==> src/hdl/jdd_pkg.sv <==
// Shared types and constants of the joystick to differential drive mixer.
package jdd_pkg;

  // Configuration port.
  localparam int CFG_DATA_W = 8;

  typedef enum logic [1:0] {
    CFG_DEAD_ZONE  = 2'd0,
    CFG_FULL_SCALE = 2'd1,
    CFG_MIN_DUTY   = 2'd2,
    CFG_FULL_DUTY  = 2'd3
  } cfg_reg_t;

  localparam int DUTY_PCT_W = 7;

  localparam logic [7:0]            DEAD_ZONE_RESET  = 8'd43;
  localparam logic [7:0]            FULL_SCALE_RESET = 8'd128;
  localparam logic [DUTY_PCT_W-1:0] MIN_DUTY_RESET   = 7'd50;
  localparam logic [DUTY_PCT_W-1:0] FULL_DUTY_RESET  = 7'd95;

  // Sector bounds: tan(23 deg) and tan(68 deg) scaled by 10^10, truncated.
  localparam int              TAN_W      = 35;
  localparam int              TAN_PROD_W = TAN_W + 8;
  localparam logic [TAN_W-1:0] TAN_SCALE = 35'd10000000000;
  localparam logic [TAN_W-1:0] TAN_23    = 35'd4244748162;
  localparam logic [TAN_W-1:0] TAN_68    = 35'd24750868534;

  // Duty arithmetic.
  localparam int         DIV_QBITS   = 9;
  localparam logic [7:0] DUTY_MAX    = 8'd255;
  localparam logic [7:0] STOP_DUTY   = 8'd1;
  localparam logic [11:0] INNER_NUM  = 12'd9;
  localparam logic [15:0] RECIP_10   = 16'd52429;
  localparam int         RECIP_SHIFT = 19;

  // Motion sectors, counterclockwise from spin right.
  typedef enum logic [3:0] {
    SEC_STOP       = 4'd0,
    SEC_SPIN_RIGHT = 4'd1,
    SEC_FWD_RIGHT  = 4'd2,
    SEC_FWD        = 4'd3,
    SEC_FWD_LEFT   = 4'd4,
    SEC_SPIN_LEFT  = 4'd5,
    SEC_BACK_LEFT  = 4'd6,
    SEC_BACK       = 4'd7,
    SEC_BACK_RIGHT = 4'd8
  } sector_t;

  // One joystick sample.
  typedef struct packed {
    logic signed [7:0] stick_x;
    logic signed [7:0] stick_y;
  } in_t;

  // One motor command.
  typedef struct packed {
    logic [7:0] left_duty;
    logic       left_reverse;
    logic [7:0] right_duty;
    logic       right_reverse;
    logic [3:0] motion_sector;
  } out_t;

  // Per-sample flags that travel down the pipeline.
  typedef struct packed {
    logic x_neg;
    logic y_neg;
    logic past23;
    logic past68;
    logic live;
  } flag_t;

endpackage

==> src/hdl/joystick_to_differential_drive.sv <==
// Pipelined joystick to differential drive mixer: radius, sector and motor duties.
//
//   Channel  Direction  Signals                         Moves
//   in       sink       in_valid  in_ready  in_data     one joystick sample (in_t)
//   out      source     out_valid out_ready out_data    one motor command (out_t)
//   cfg      sink       cfg_valid cfg_ready cfg_index   one register write request
//                       cfg_wdata
//
// A sample can enter every cycle unless a stalled output has backed up the pipeline;
// the depth comes from the square root (one root bit per stage) and the nine-stage divider.
// Reset is synchronous: registers take their defaults and the pipeline empties.
// Each stage moves on when it is empty or the next stage moves on, so bubbles close up
// and a stalled output holds its command while earlier stages keep filling.
// Configuration writes are always accepted.
module joystick_to_differential_drive #(
  parameter int RADIUS_FRACTION_BITS = 8
) (
  input  logic                               clk,
  input  logic                               rst_n,
  input  logic                               in_valid,
  output logic                               in_ready,
  input  jdd_pkg::in_t                       in_data,
  output logic                               out_valid,
  input  logic                               out_ready,
  output jdd_pkg::out_t                      out_data,
  input  logic                               cfg_valid,
  output logic                               cfg_ready,
  input  jdd_pkg::cfg_reg_t                  cfg_index,
  input  logic [jdd_pkg::CFG_DATA_W-1:0]     cfg_wdata
);
  import jdd_pkg::*;

  localparam int FB = RADIUS_FRACTION_BITS;
  localparam int RW = 8 + FB;            // radius width
  localparam int VW = 2 * RW;            // radicand width
  localparam int NW = RW + DUTY_PCT_W;   // numerator width
  localparam int QB = DIV_QBITS;
  localparam int TW = RW + QB;           // divider trial width

  // Stage positions.
  localparam int P_ABS  = 0;
  localparam int P_SQ   = 1;
  localparam int P_RT0  = 2;
  localparam int P_OVR  = P_RT0 + RW;
  localparam int P_MUL  = P_OVR + 1;
  localparam int P_DCHK = P_MUL + 1;
  localparam int P_DV0  = P_DCHK + 1;
  localparam int P_DVL  = P_DV0 + QB - 1;
  localparam int P_DUTY = P_DVL + 1;
  localparam int P_OUT  = P_DUTY + 1;
  localparam int NSTG   = P_OUT + 1;

  // Configuration registers.
  logic [7:0]            dz_r;
  logic [7:0]            fs_r;
  logic [DUTY_PCT_W-1:0] mind_r;
  logic [DUTY_PCT_W-1:0] fulld_r;

  assign cfg_ready = 1'b1;

  always_ff @(posedge clk) begin
    if (!rst_n) begin
      dz_r    <= DEAD_ZONE_RESET;
      fs_r    <= FULL_SCALE_RESET;
      mind_r  <= MIN_DUTY_RESET;
      fulld_r <= FULL_DUTY_RESET;
    end else if (cfg_valid && cfg_ready) begin
      unique case (cfg_index)
        CFG_DEAD_ZONE:  dz_r    <= cfg_wdata;
        CFG_FULL_SCALE: fs_r    <= cfg_wdata;
        CFG_MIN_DUTY:   mind_r  <= cfg_wdata[DUTY_PCT_W-1:0];
        CFG_FULL_DUTY:  fulld_r <= cfg_wdata[DUTY_PCT_W-1:0];
        default: ;
      endcase
    end
  end

  // From the registers; user must hold them still while samples are in flight, unenforced.
  logic                  den_pos;
  logic [7:0]            den;
  logic [RW-1:0]         div_d;
  logic                  diff_neg;
  logic [DUTY_PCT_W-1:0] diff_mag;
  logic [15:0]           dz_sq;
  logic [RW-1:0]         dz_fix;

  assign den_pos  = fs_r > dz_r;
  assign den      = fs_r - dz_r;
  assign div_d    = den_pos ? (RW'(den) << FB) : '0;
  assign diff_neg = mind_r > fulld_r;
  assign diff_mag = diff_neg ? (mind_r - fulld_r) : (fulld_r - mind_r);
  assign dz_sq    = 16'(dz_r) * 16'(dz_r);
  assign dz_fix   = RW'(dz_r) << FB;

  // Valid bits and the ripple of stage advances.
  logic [NSTG-1:0] vld_r;
  logic [NSTG-1:0] vld_nxt;
  logic [NSTG-1:0] adv;

  for (genvar i = 0; i < NSTG; i++) begin : g_adv
    if (i == NSTG - 1) begin : g_last
      assign adv[i] = !vld_r[i] || out_ready;
    end else begin : g_mid
      assign adv[i] = !vld_r[i] || adv[i+1];
    end
  end

  assign vld_nxt = (adv & {vld_r[NSTG-2:0], in_valid}) | (~adv & vld_r);

  always_ff @(posedge clk) begin
    if (!rst_n) begin
      vld_r <= '0;
    end else begin
      vld_r <= vld_nxt;
    end
  end

  assign in_ready  = adv[0];
  assign out_valid = vld_r[NSTG-1];

  // Stage: magnitudes of the stick position.
  logic [7:0] ax_r;
  logic [7:0] ay_r;

  always_ff @(posedge clk) begin
    if (adv[P_ABS]) begin
      ax_r <= in_data.stick_x[7] ? 8'(-in_data.stick_x) : 8'(in_data.stick_x);
      ay_r <= in_data.stick_y[7] ? 8'(-in_data.stick_y) : 8'(in_data.stick_y);
    end
  end

  // Stage: squared radius.
  logic [15:0] sq_r;

  always_ff @(posedge clk) begin
    if (adv[P_SQ]) begin
      sq_r <= 16'(ax_r) * 16'(ax_r) + 16'(ay_r) * 16'(ay_r);
    end
  end

  // Flags: signs, sector bounds and the dead zone decision.
  flag_t flg_r [P_DUTY+1];

  for (genvar i = 0; i <= P_DUTY; i++) begin : g_flg
    flag_t nxt;
    if (i == P_ABS) begin : g_first
      always_comb begin
        nxt       = '0;
        nxt.x_neg = in_data.stick_x[7];
        nxt.y_neg = in_data.stick_y[7];
      end
    end else if (i == P_SQ) begin : g_angle
      always_comb begin
        nxt        = flg_r[i-1];
        nxt.past23 = (TAN_PROD_W'(ay_r) * TAN_PROD_W'(TAN_SCALE)) >
                     (TAN_PROD_W'(ax_r) * TAN_PROD_W'(TAN_23));
        nxt.past68 = (TAN_PROD_W'(ay_r) * TAN_PROD_W'(TAN_SCALE)) >
                     (TAN_PROD_W'(ax_r) * TAN_PROD_W'(TAN_68));
      end
    end else if (i == P_RT0) begin : g_dead
      always_comb begin
        nxt      = flg_r[i-1];
        nxt.live = sq_r >= dz_sq;
      end
    end else begin : g_carry
      assign nxt = flg_r[i-1];
    end
    always_ff @(posedge clk) begin
      if (adv[i]) begin
        flg_r[i] <= nxt;
      end
    end
  end

  // Square root stages: one root bit per stage, restoring digit by digit.
  logic [RW+1:0] rt_rem_r  [RW];
  logic [RW-1:0] rt_root_r [RW];
  logic [VW-1:0] rt_v_r    [RW-1];

  for (genvar k = 0; k < RW; k++) begin : g_rt
    logic [RW+1:0] rem_in;
    logic [RW-1:0] root_in;
    logic [VW-1:0] v_in;
    logic [RW+1:0] rem_sh;
    logic [RW+1:0] trial;
    logic [RW+1:0] rem_nxt;
    logic [RW-1:0] root_nxt;

    if (k == 0) begin : g_src0
      assign rem_in  = '0;
      assign root_in = '0;
      assign v_in    = VW'(sq_r) << (2 * FB);
    end else begin : g_srck
      assign rem_in  = rt_rem_r[k-1];
      assign root_in = rt_root_r[k-1];
      assign v_in    = rt_v_r[k-1];
    end

    always_comb begin
      rem_sh = {rem_in[RW-1:0], v_in[VW-1 -: 2]};
      trial  = {root_in, 2'b01};
      if (rem_sh >= trial) begin
        rem_nxt  = rem_sh - trial;
        root_nxt = {root_in[RW-2:0], 1'b1};
      end else begin
        rem_nxt  = rem_sh;
        root_nxt = {root_in[RW-2:0], 1'b0};
      end
    end

    always_ff @(posedge clk) begin
      if (adv[P_RT0+k]) begin
        rt_rem_r[k]  <= rem_nxt;
        rt_root_r[k] <= root_nxt;
      end
    end

    if (k < RW - 1) begin : g_vsh
      always_ff @(posedge clk) begin
        if (adv[P_RT0+k]) begin
          rt_v_r[k] <= v_in << 2;
        end
      end
    end
  end

  // Stage: radius beyond the dead zone edge.
  logic [RW-1:0] over_r;

  always_ff @(posedge clk) begin
    if (adv[P_OVR]) begin
      over_r <= rt_root_r[RW-1] - dz_fix;
    end
  end

  // Stage: duty span times the excess radius.
  logic [NW-1:0] num_r;

  always_ff @(posedge clk) begin
    if (adv[P_MUL]) begin
      num_r <= NW'(over_r) * NW'(diff_mag);
    end
  end

  // Stage: quotients beyond nine bits saturate.
  logic [NW-1:0] chk_rem_r;
  logic          chk_sat_r;

  always_ff @(posedge clk) begin
    if (adv[P_DCHK]) begin
      chk_rem_r <= num_r;
      chk_sat_r <= TW'(num_r) >= (TW'(div_d) << QB);
    end
  end

  // Divider stages: one quotient bit per stage, most significant first.
  logic [NW-1:0] dv_rem_r [QB];
  logic [QB-1:0] dv_q_r   [QB];
  logic          dv_sat_r [QB];

  for (genvar j = 0; j < QB; j++) begin : g_dv
    localparam int B = QB - 1 - j;
    logic [NW-1:0] rem_in;
    logic [QB-1:0] q_in;
    logic          sat_in;
    logic [TW-1:0] trial;
    logic [NW-1:0] rem_nxt;
    logic [QB-1:0] q_nxt;

    if (j == 0) begin : g_src0
      assign rem_in = chk_rem_r;
      assign q_in   = '0;
      assign sat_in = chk_sat_r;
    end else begin : g_srcj
      assign rem_in = dv_rem_r[j-1];
      assign q_in   = dv_q_r[j-1];
      assign sat_in = dv_sat_r[j-1];
    end

    always_comb begin
      trial = TW'(div_d) << B;
      if (TW'(rem_in) >= trial) begin
        rem_nxt = rem_in - NW'(trial);
        q_nxt   = q_in | (QB'(1) << B);
      end else begin
        rem_nxt = rem_in;
        q_nxt   = q_in;
      end
    end

    always_ff @(posedge clk) begin
      if (adv[P_DV0+j]) begin
        dv_rem_r[j] <= rem_nxt;
        dv_q_r[j]   <= q_nxt;
        dv_sat_r[j] <= sat_in;
      end
    end
  end

  // Stage: duty from the quotient, rounded toward minus infinity and clamped.
  logic [QB-1:0] q_sel;
  logic [9:0]    up_sum;
  logic [9:0]    dn_sub;
  logic [7:0]    duty_nxt;
  logic [7:0]    duty_r;

  always_comb begin
    q_sel  = dv_sat_r[QB-1] ? '1 : dv_q_r[QB-1];
    up_sum = 10'(mind_r) + 10'(q_sel);
    dn_sub = 10'(q_sel) + 10'((dv_rem_r[QB-1] != '0) && !dv_sat_r[QB-1]);
    if (!den_pos) begin
      duty_nxt = 8'(fulld_r);
    end else if (!diff_neg) begin
      duty_nxt = (up_sum > 10'(DUTY_MAX)) ? DUTY_MAX : up_sum[7:0];
    end else if (dn_sub >= 10'(mind_r)) begin
      duty_nxt = '0;
    end else begin
      duty_nxt = 8'(10'(mind_r) - dn_sub);
    end
  end

  always_ff @(posedge clk) begin
    if (adv[P_DUTY]) begin
      duty_r <= duty_nxt;
    end
  end

  // Output stage: sector, inner wheel duty and the motor command.
  flag_t       fo;
  logic [11:0] prod9;
  logic [7:0]  inner;
  sector_t     sec;
  out_t        out_nxt;
  out_t        out_r;

  always_comb begin
    fo    = flg_r[P_DUTY];
    prod9 = 12'(duty_r) * INNER_NUM;
    inner = 8'((28'(prod9) * 28'(RECIP_10)) >> RECIP_SHIFT);

    if (!fo.live) begin
      sec = SEC_STOP;
    end else if (!fo.x_neg) begin
      sec = !fo.past23 ? SEC_SPIN_RIGHT :
            !fo.past68 ? (!fo.y_neg ? SEC_FWD_RIGHT : SEC_BACK_RIGHT) :
                         (!fo.y_neg ? SEC_FWD : SEC_BACK);
    end else begin
      sec = !fo.past23 ? SEC_SPIN_LEFT :
            !fo.past68 ? (!fo.y_neg ? SEC_FWD_LEFT : SEC_BACK_LEFT) :
                         (!fo.y_neg ? SEC_FWD : SEC_BACK);
    end

    out_nxt.left_duty     = duty_r;
    out_nxt.right_duty    = duty_r;
    out_nxt.left_reverse  = 1'b0;
    out_nxt.right_reverse = 1'b0;
    out_nxt.motion_sector = sec;
    unique case (sec)
      SEC_STOP: begin
        out_nxt.left_duty  = STOP_DUTY;
        out_nxt.right_duty = STOP_DUTY;
      end
      SEC_SPIN_RIGHT: out_nxt.right_reverse = 1'b1;
      SEC_FWD_RIGHT:  out_nxt.right_duty    = inner;
      SEC_FWD: ;
      SEC_FWD_LEFT:   out_nxt.left_duty     = inner;
      SEC_SPIN_LEFT:  out_nxt.left_reverse  = 1'b1;
      SEC_BACK_LEFT: begin
        out_nxt.left_duty     = inner;
        out_nxt.left_reverse  = 1'b1;
        out_nxt.right_reverse = 1'b1;
      end
      SEC_BACK: begin
        out_nxt.left_reverse  = 1'b1;
        out_nxt.right_reverse = 1'b1;
      end
      SEC_BACK_RIGHT: begin
        out_nxt.right_duty    = inner;
        out_nxt.left_reverse  = 1'b1;
        out_nxt.right_reverse = 1'b1;
      end
      default: ;
    endcase
  end

  always_ff @(posedge clk) begin
    if (adv[P_OUT]) begin
      out_r <= out_nxt;
    end
  end

  assign out_data = out_r;

  // The number of samples in flight changes only by requests taken and commands delivered.
  a_occupancy: assert property (@(posedge clk) disable iff (!rst_n)
    $past(rst_n) |-> $countones(vld_r) == $past($countones(vld_r)) +
      int'($past(in_valid && in_ready)) - int'($past(out_valid && out_ready)))
    else $error("pipeline lost or repeated a sample");

  // A finished square root leaves a remainder no larger than twice the root.
  a_sqrt_rem: assert property (@(posedge clk) disable iff (!rst_n)
    vld_r[P_RT0+RW-1] |-> rt_rem_r[RW-1] <= {1'b0, rt_root_r[RW-1], 1'b0})
    else $error("square root remainder out of range");

  // An unsaturated division leaves a remainder below the divisor.
  a_div_rem: assert property (@(posedge clk) disable iff (!rst_n)
    vld_r[P_DVL] && den_pos && !dv_sat_r[QB-1] |->
      dv_rem_r[QB-1] < {{(NW-RW){1'b0}}, div_d})
    else $error("divider remainder not below divisor");

  // A stop command drives both motors forward at the stop duty.
  a_stop_form: assert property (@(posedge clk) disable iff (!rst_n)
    out_valid && out_r.motion_sector == SEC_STOP |->
      out_r.left_duty == STOP_DUTY && out_r.right_duty == STOP_DUTY &&
      !out_r.left_reverse && !out_r.right_reverse)
    else $error("malformed stop command");

  // On a left arc the inner left wheel never outruns the right wheel.
  a_left_arc: assert property (@(posedge clk) disable iff (!rst_n)
    out_valid && (out_r.motion_sector == SEC_FWD_LEFT ||
                  out_r.motion_sector == SEC_BACK_LEFT) |->
      out_r.left_duty <= out_r.right_duty)
    else $error("inner wheel faster than outer wheel");

endmodule

==> config.mk <==
export PLATFORM = sky130hd
export DESIGN_NAME = joystick_to_differential_drive
export DESIGN_NICKNAME = d
export VERILOG_FILES = /design/src/hdl/jdd_pkg.sv /design/src/hdl/joystick_to_differential_drive.sv
export SDC_FILE = /design/constraint.sdc
export NUM_CORES = 2
export LEC_CHECK = 0
export ABC_AREA = 1
export BUFFER_PORTS_ARGS = -buffer_cell sky130_fd_sc_hd__buf_2
export CAP_MARGIN = 20
export CELL_PAD_IN_SITES_DETAIL_PLACEMENT = 1
export CELL_PAD_IN_SITES_GLOBAL_PLACEMENT = 2
export CORE_MARGIN = 2
export CORE_UTILIZATION = 27
export CTS_BUF_LIST = sky130_fd_sc_hd__clkbuf_16
export DETAILED_ROUTE_END_ITERATION = 10
export GPL_ROUTABILITY_DRIVEN = 0
export HOLD_SLACK_MARGIN = 0.1
export PLACE_DENSITY_LB_ADDON = 0.1
export SLEW_MARGIN = 20
export SYNTH_ARGS = -nofsm -noshare
export SYNTH_HDL_FRONTEND = slang
export SYNTH_SLANG_ARGS = --single-unit
==> constraint.sdc <==
create_clock -name clk -period 16.2 [get_ports clk]
set_input_delay 4.86 -clock clk [delete_from_list [all_inputs] [get_ports clk]]
set_output_delay 4.86 -clock clk [all_outputs]
set_load 0.02 [all_outputs]
==> flow_summary.yaml <==
outcome:
  run_status: "finished, final reports clean"
synth:
  synth.net_count: 7582
  synthDistinctLibCells: 65
  total_standard_cell_area_after_synthesis_um2: 67200
  synth_area_per_cell_um2: 10.5
  synth-seq-cells: 1008
  synth_cells: 6397
  ys_seq_area_frac: 0.442
  synth-main-ff-cell: "edfxtp_1"
  synth-edff-count: 946
  async_flop_share: 0
  synth.yosys.warnings: 0
clock_tree:
  cts_hold_buffers: 0
  cts.reportedPaths.clkPinSlew_ns: 0.06
  cts_made_buffers: 121
  ctsRootBufferMaster: "clkbuf_16"
  htree_num_levels: 3
  cts_sinks: 1008
  cts_repair_resize_count: 0
  cts_tree: "built"
  cts.repair_timing.setup_buffer_count: 0
  clock_insertion_delay_worst_skew_ns: 0.80
  clk_path_buf_depth: 3
critical_path:
  cp_top_family: "simple AND/OR/NAND/NOR gates"
  reg2reg_setup_slack_ns: 7.40
  critPathMaxStageDelay_ns: 0.60
  timing.critical_path.cells: "buf_2 -> inv_1 -> nand4_4 -> nor3_4 -> nand4_4 -> nor2_4 -> nand4_4 -> nor2_4 -> nand4_4 -> nor2_4 -> nand4_4 -> nor2_4 -> nand4_4 -> nor2_4 -> nand4_4 -> nor2_8 -> nand4_4 -> buf_2"
  critical_path.slowest_cell: "nand4_4"
  path_max_fanout: 36
  critical-path-top-cell-by-count: "nand4_4"
  critPathLaunchType: "primary input"
  critical_path.reg2reg.endpoint: "num_r[22]"
  crit_path_end_kind: "output port"
  worstPathBufferInverterCount: 3
  worst_ep_required_time_ns: 11.34
  worstRegToRegCells: 39
  critPathKind: "in -> out"
  critPathArrivalTime_ns: 9.96
  r2r_start: "mind_r[1]"
drt:
  routed_antenna_nets: 0
  drt-pass1-iter-count: 5
  drt-total-wl_um: 179000
  drt-wirelength-per-cell_um: 17.9
  vias_per_cell: 4.36
  remaining_drc_errors: 0
  route.vias.total: 43700
  initialDrtViolationCount: 1841
final_layout:
  number_of_filler_instances_in_the_final_layout: 27700
  area_growth_pct: 12.9
  stdcell_count: 10000
  final_cell_mix: "1216 x inv_1, 946 x edfxtp_1, 820 x nand2_1"
  finish.net_count: 7762
  drive_gt1_frac: 0.0535
  mostFrequentLayoutCell: "inv_1"
timing:
  fin_worst_hold_slack_ns: 0.360
  worstMarginPinSlew_ns: 1.13
  finalSetupViolCount: 0
  timing.final.crit_period_ns: 14.82
  final-hold-violation-count: 0
  fin_skew_ns: 0.0849
  finalCritPeriodShare: 0.915
  max_freq_mhz: 67.5
  final.setup.tns_ns: 0
  unrepaired_setup_endpoints_after_global_routing: "false"
  max_slew_margin: 0.246
  timing.final.max_slew_violations: 0
floorplan:
  fp-row-count: 183
  floorplan.die.height_um: 503
  die-width_um: 503
  core_area_um2: 248000
  start_util: 0.271
  dieArea_um2: 253000
  design.portCount: 56
min_path:
  worst_hold_path.endpoint: "flg_r[0][50]"
  worst_hold_path_type: "reg -> reg"
  hold_depth: 0
  worstHoldStart: "flg_r[0][45]"
job:
  max_cap_viol_count: 0
place:
  io_buffer_count: 54
  detailedPlacementHpwl_um: 145000
  place_inst: 9783
global_routing:
  grt_overflow_total: 0
  antenna_found_initial: 2
  grt_start_max_net_pins: 41
  grt_pass1_wl_um: 281000
  grt.total_usage: 0.144
  via_count_of_the_first_global_routing_pass: 47600
==> per-layer routing <==
layer	vias to the layer above	share of wire	track usage
li1	21900	-	-
met1	21400	0.48	0.193
met2	318	0.48	0.248
met3	161	0.023	0.0156
met4	0	0.020	0.0318
met5	-	0	0
==> how the worst max path moves through the flow <==
stage	from	endpoint	slack, ns	cells after the start
6_report	out_ready	in_ready	1.38	18
5_1_grt	out_ready	in_ready	0.73	18
4_1_cts	out_ready	in_ready	1.18	18
3_5_place_dp	out_ready	in_ready	1.15	18
3_3_place_gp	out_ready	in_ready	1.25	18
2_1_floorplan	out_ready	in_ready	1.02	16
==> cells in the mapped netlist, drive strengths merged, types with 19 or more instances <==
cell	count	share of area
inv	1195	0.067
edfxtp	946	0.42
nand2	822	0.046
ha	814	0.15
a21oi	449	0.034
nor2	406	0.023
fa	340	0.10
o21ai	340	0.025
xor2	231	0.030
xnor2	156	0.020
nand3	144	0.011
nor3	66	0.0052
dfxtp	62	0.018
nor4	55	0.0051
clkbuf	54	0.0030
nand4	49	0.0064
a31oi	34	0.0032
o21bai	26	0.0029
a21o	25	0.0028
o211ai	21	0.0023
a211oi	20	0.0022
or2	19	0.0018
==> worst reg2reg max path: cells and delay by family, from the launching register on <==
| family | cells | cell delay, ns |
|---|---|---|
| compound gates | 12 | 2.52 |
| buf+inv | 7 | 1.45 |
| simple gates | 13 | 1.68 |
| flops | 1 | 0.48 |
| xor+xnor | 1 | 0.14 |
| fa+ha+maj | 6 | 2.34 |
==> area by class of cell <==
| type | count | area [um2] | share of cell area |
|---|---|---|---|
| Multi-Input combinational cell | 4134 | 32800 | 0.433 |
| Sequential cell | 1008 | 29600 | 0.391 |
| Inverter | 1198 | 4500 | 0.0593 |
| Tap cell | 3330 | 4170 | 0.0550 |
| Clock buffer | 121 | 3030 | 0.0399 |
| Clock inverter | 111 | 922 | 0.0122 |
| Timing Repair Buffer | 114 | 728 | 0.00960 |
| Antenna cell | 1 | 2.50 | 0.0000330 |
==> kinds of logic (layout without fill, tap and decap cells) <==
group	count (synthesis)	count (layout)	share of synthesized area
other	2	3	0.000112
muxes	4	4	0.000671
xor gates and xnor gates	387	387	0.0505
DFF	1008	1008	0.442
and+or+nand+nor	1595	1595	0.102
adders and majority gates	1154	1154	0.253
AOI/OAI and AO/OA	992	992	0.0816
buffers and inverters	1255	1544	0.0702
==> flip-flops by register name, summed over array words and instances, names as in the netlist, 7 cells and up, named ones only <==
name and flops:
ax_r 8, ay_r 8, chk_rem_r 23, duty_r 8, dv_q_r 45, dv_rem_r 207, dv_sat_r 9, dz_r 8
flg_r 151, fs_r 8, fulld_r 7, mind_r 7, num_r 23, out_data 22, over_r 16, rt_rem_r 217
rt_root_r 136, rt_v_r 56, sq_r 16
==> per-stage QoR <==
stage	area [um2]	worst slack (ns)	util
global route	75800	0.731	0.306
floorplan	67200	1.02	-
CTS	75800	1.18	0.306
finish	75800	1.38	0.306
global placement	71800	1.25	0.290
detailed placement	71800	1.15	0.290
Power is left out: the tool's default activity adds up to more than one toggle a clock period on the data nets, which glitch-free logic cannot reach.
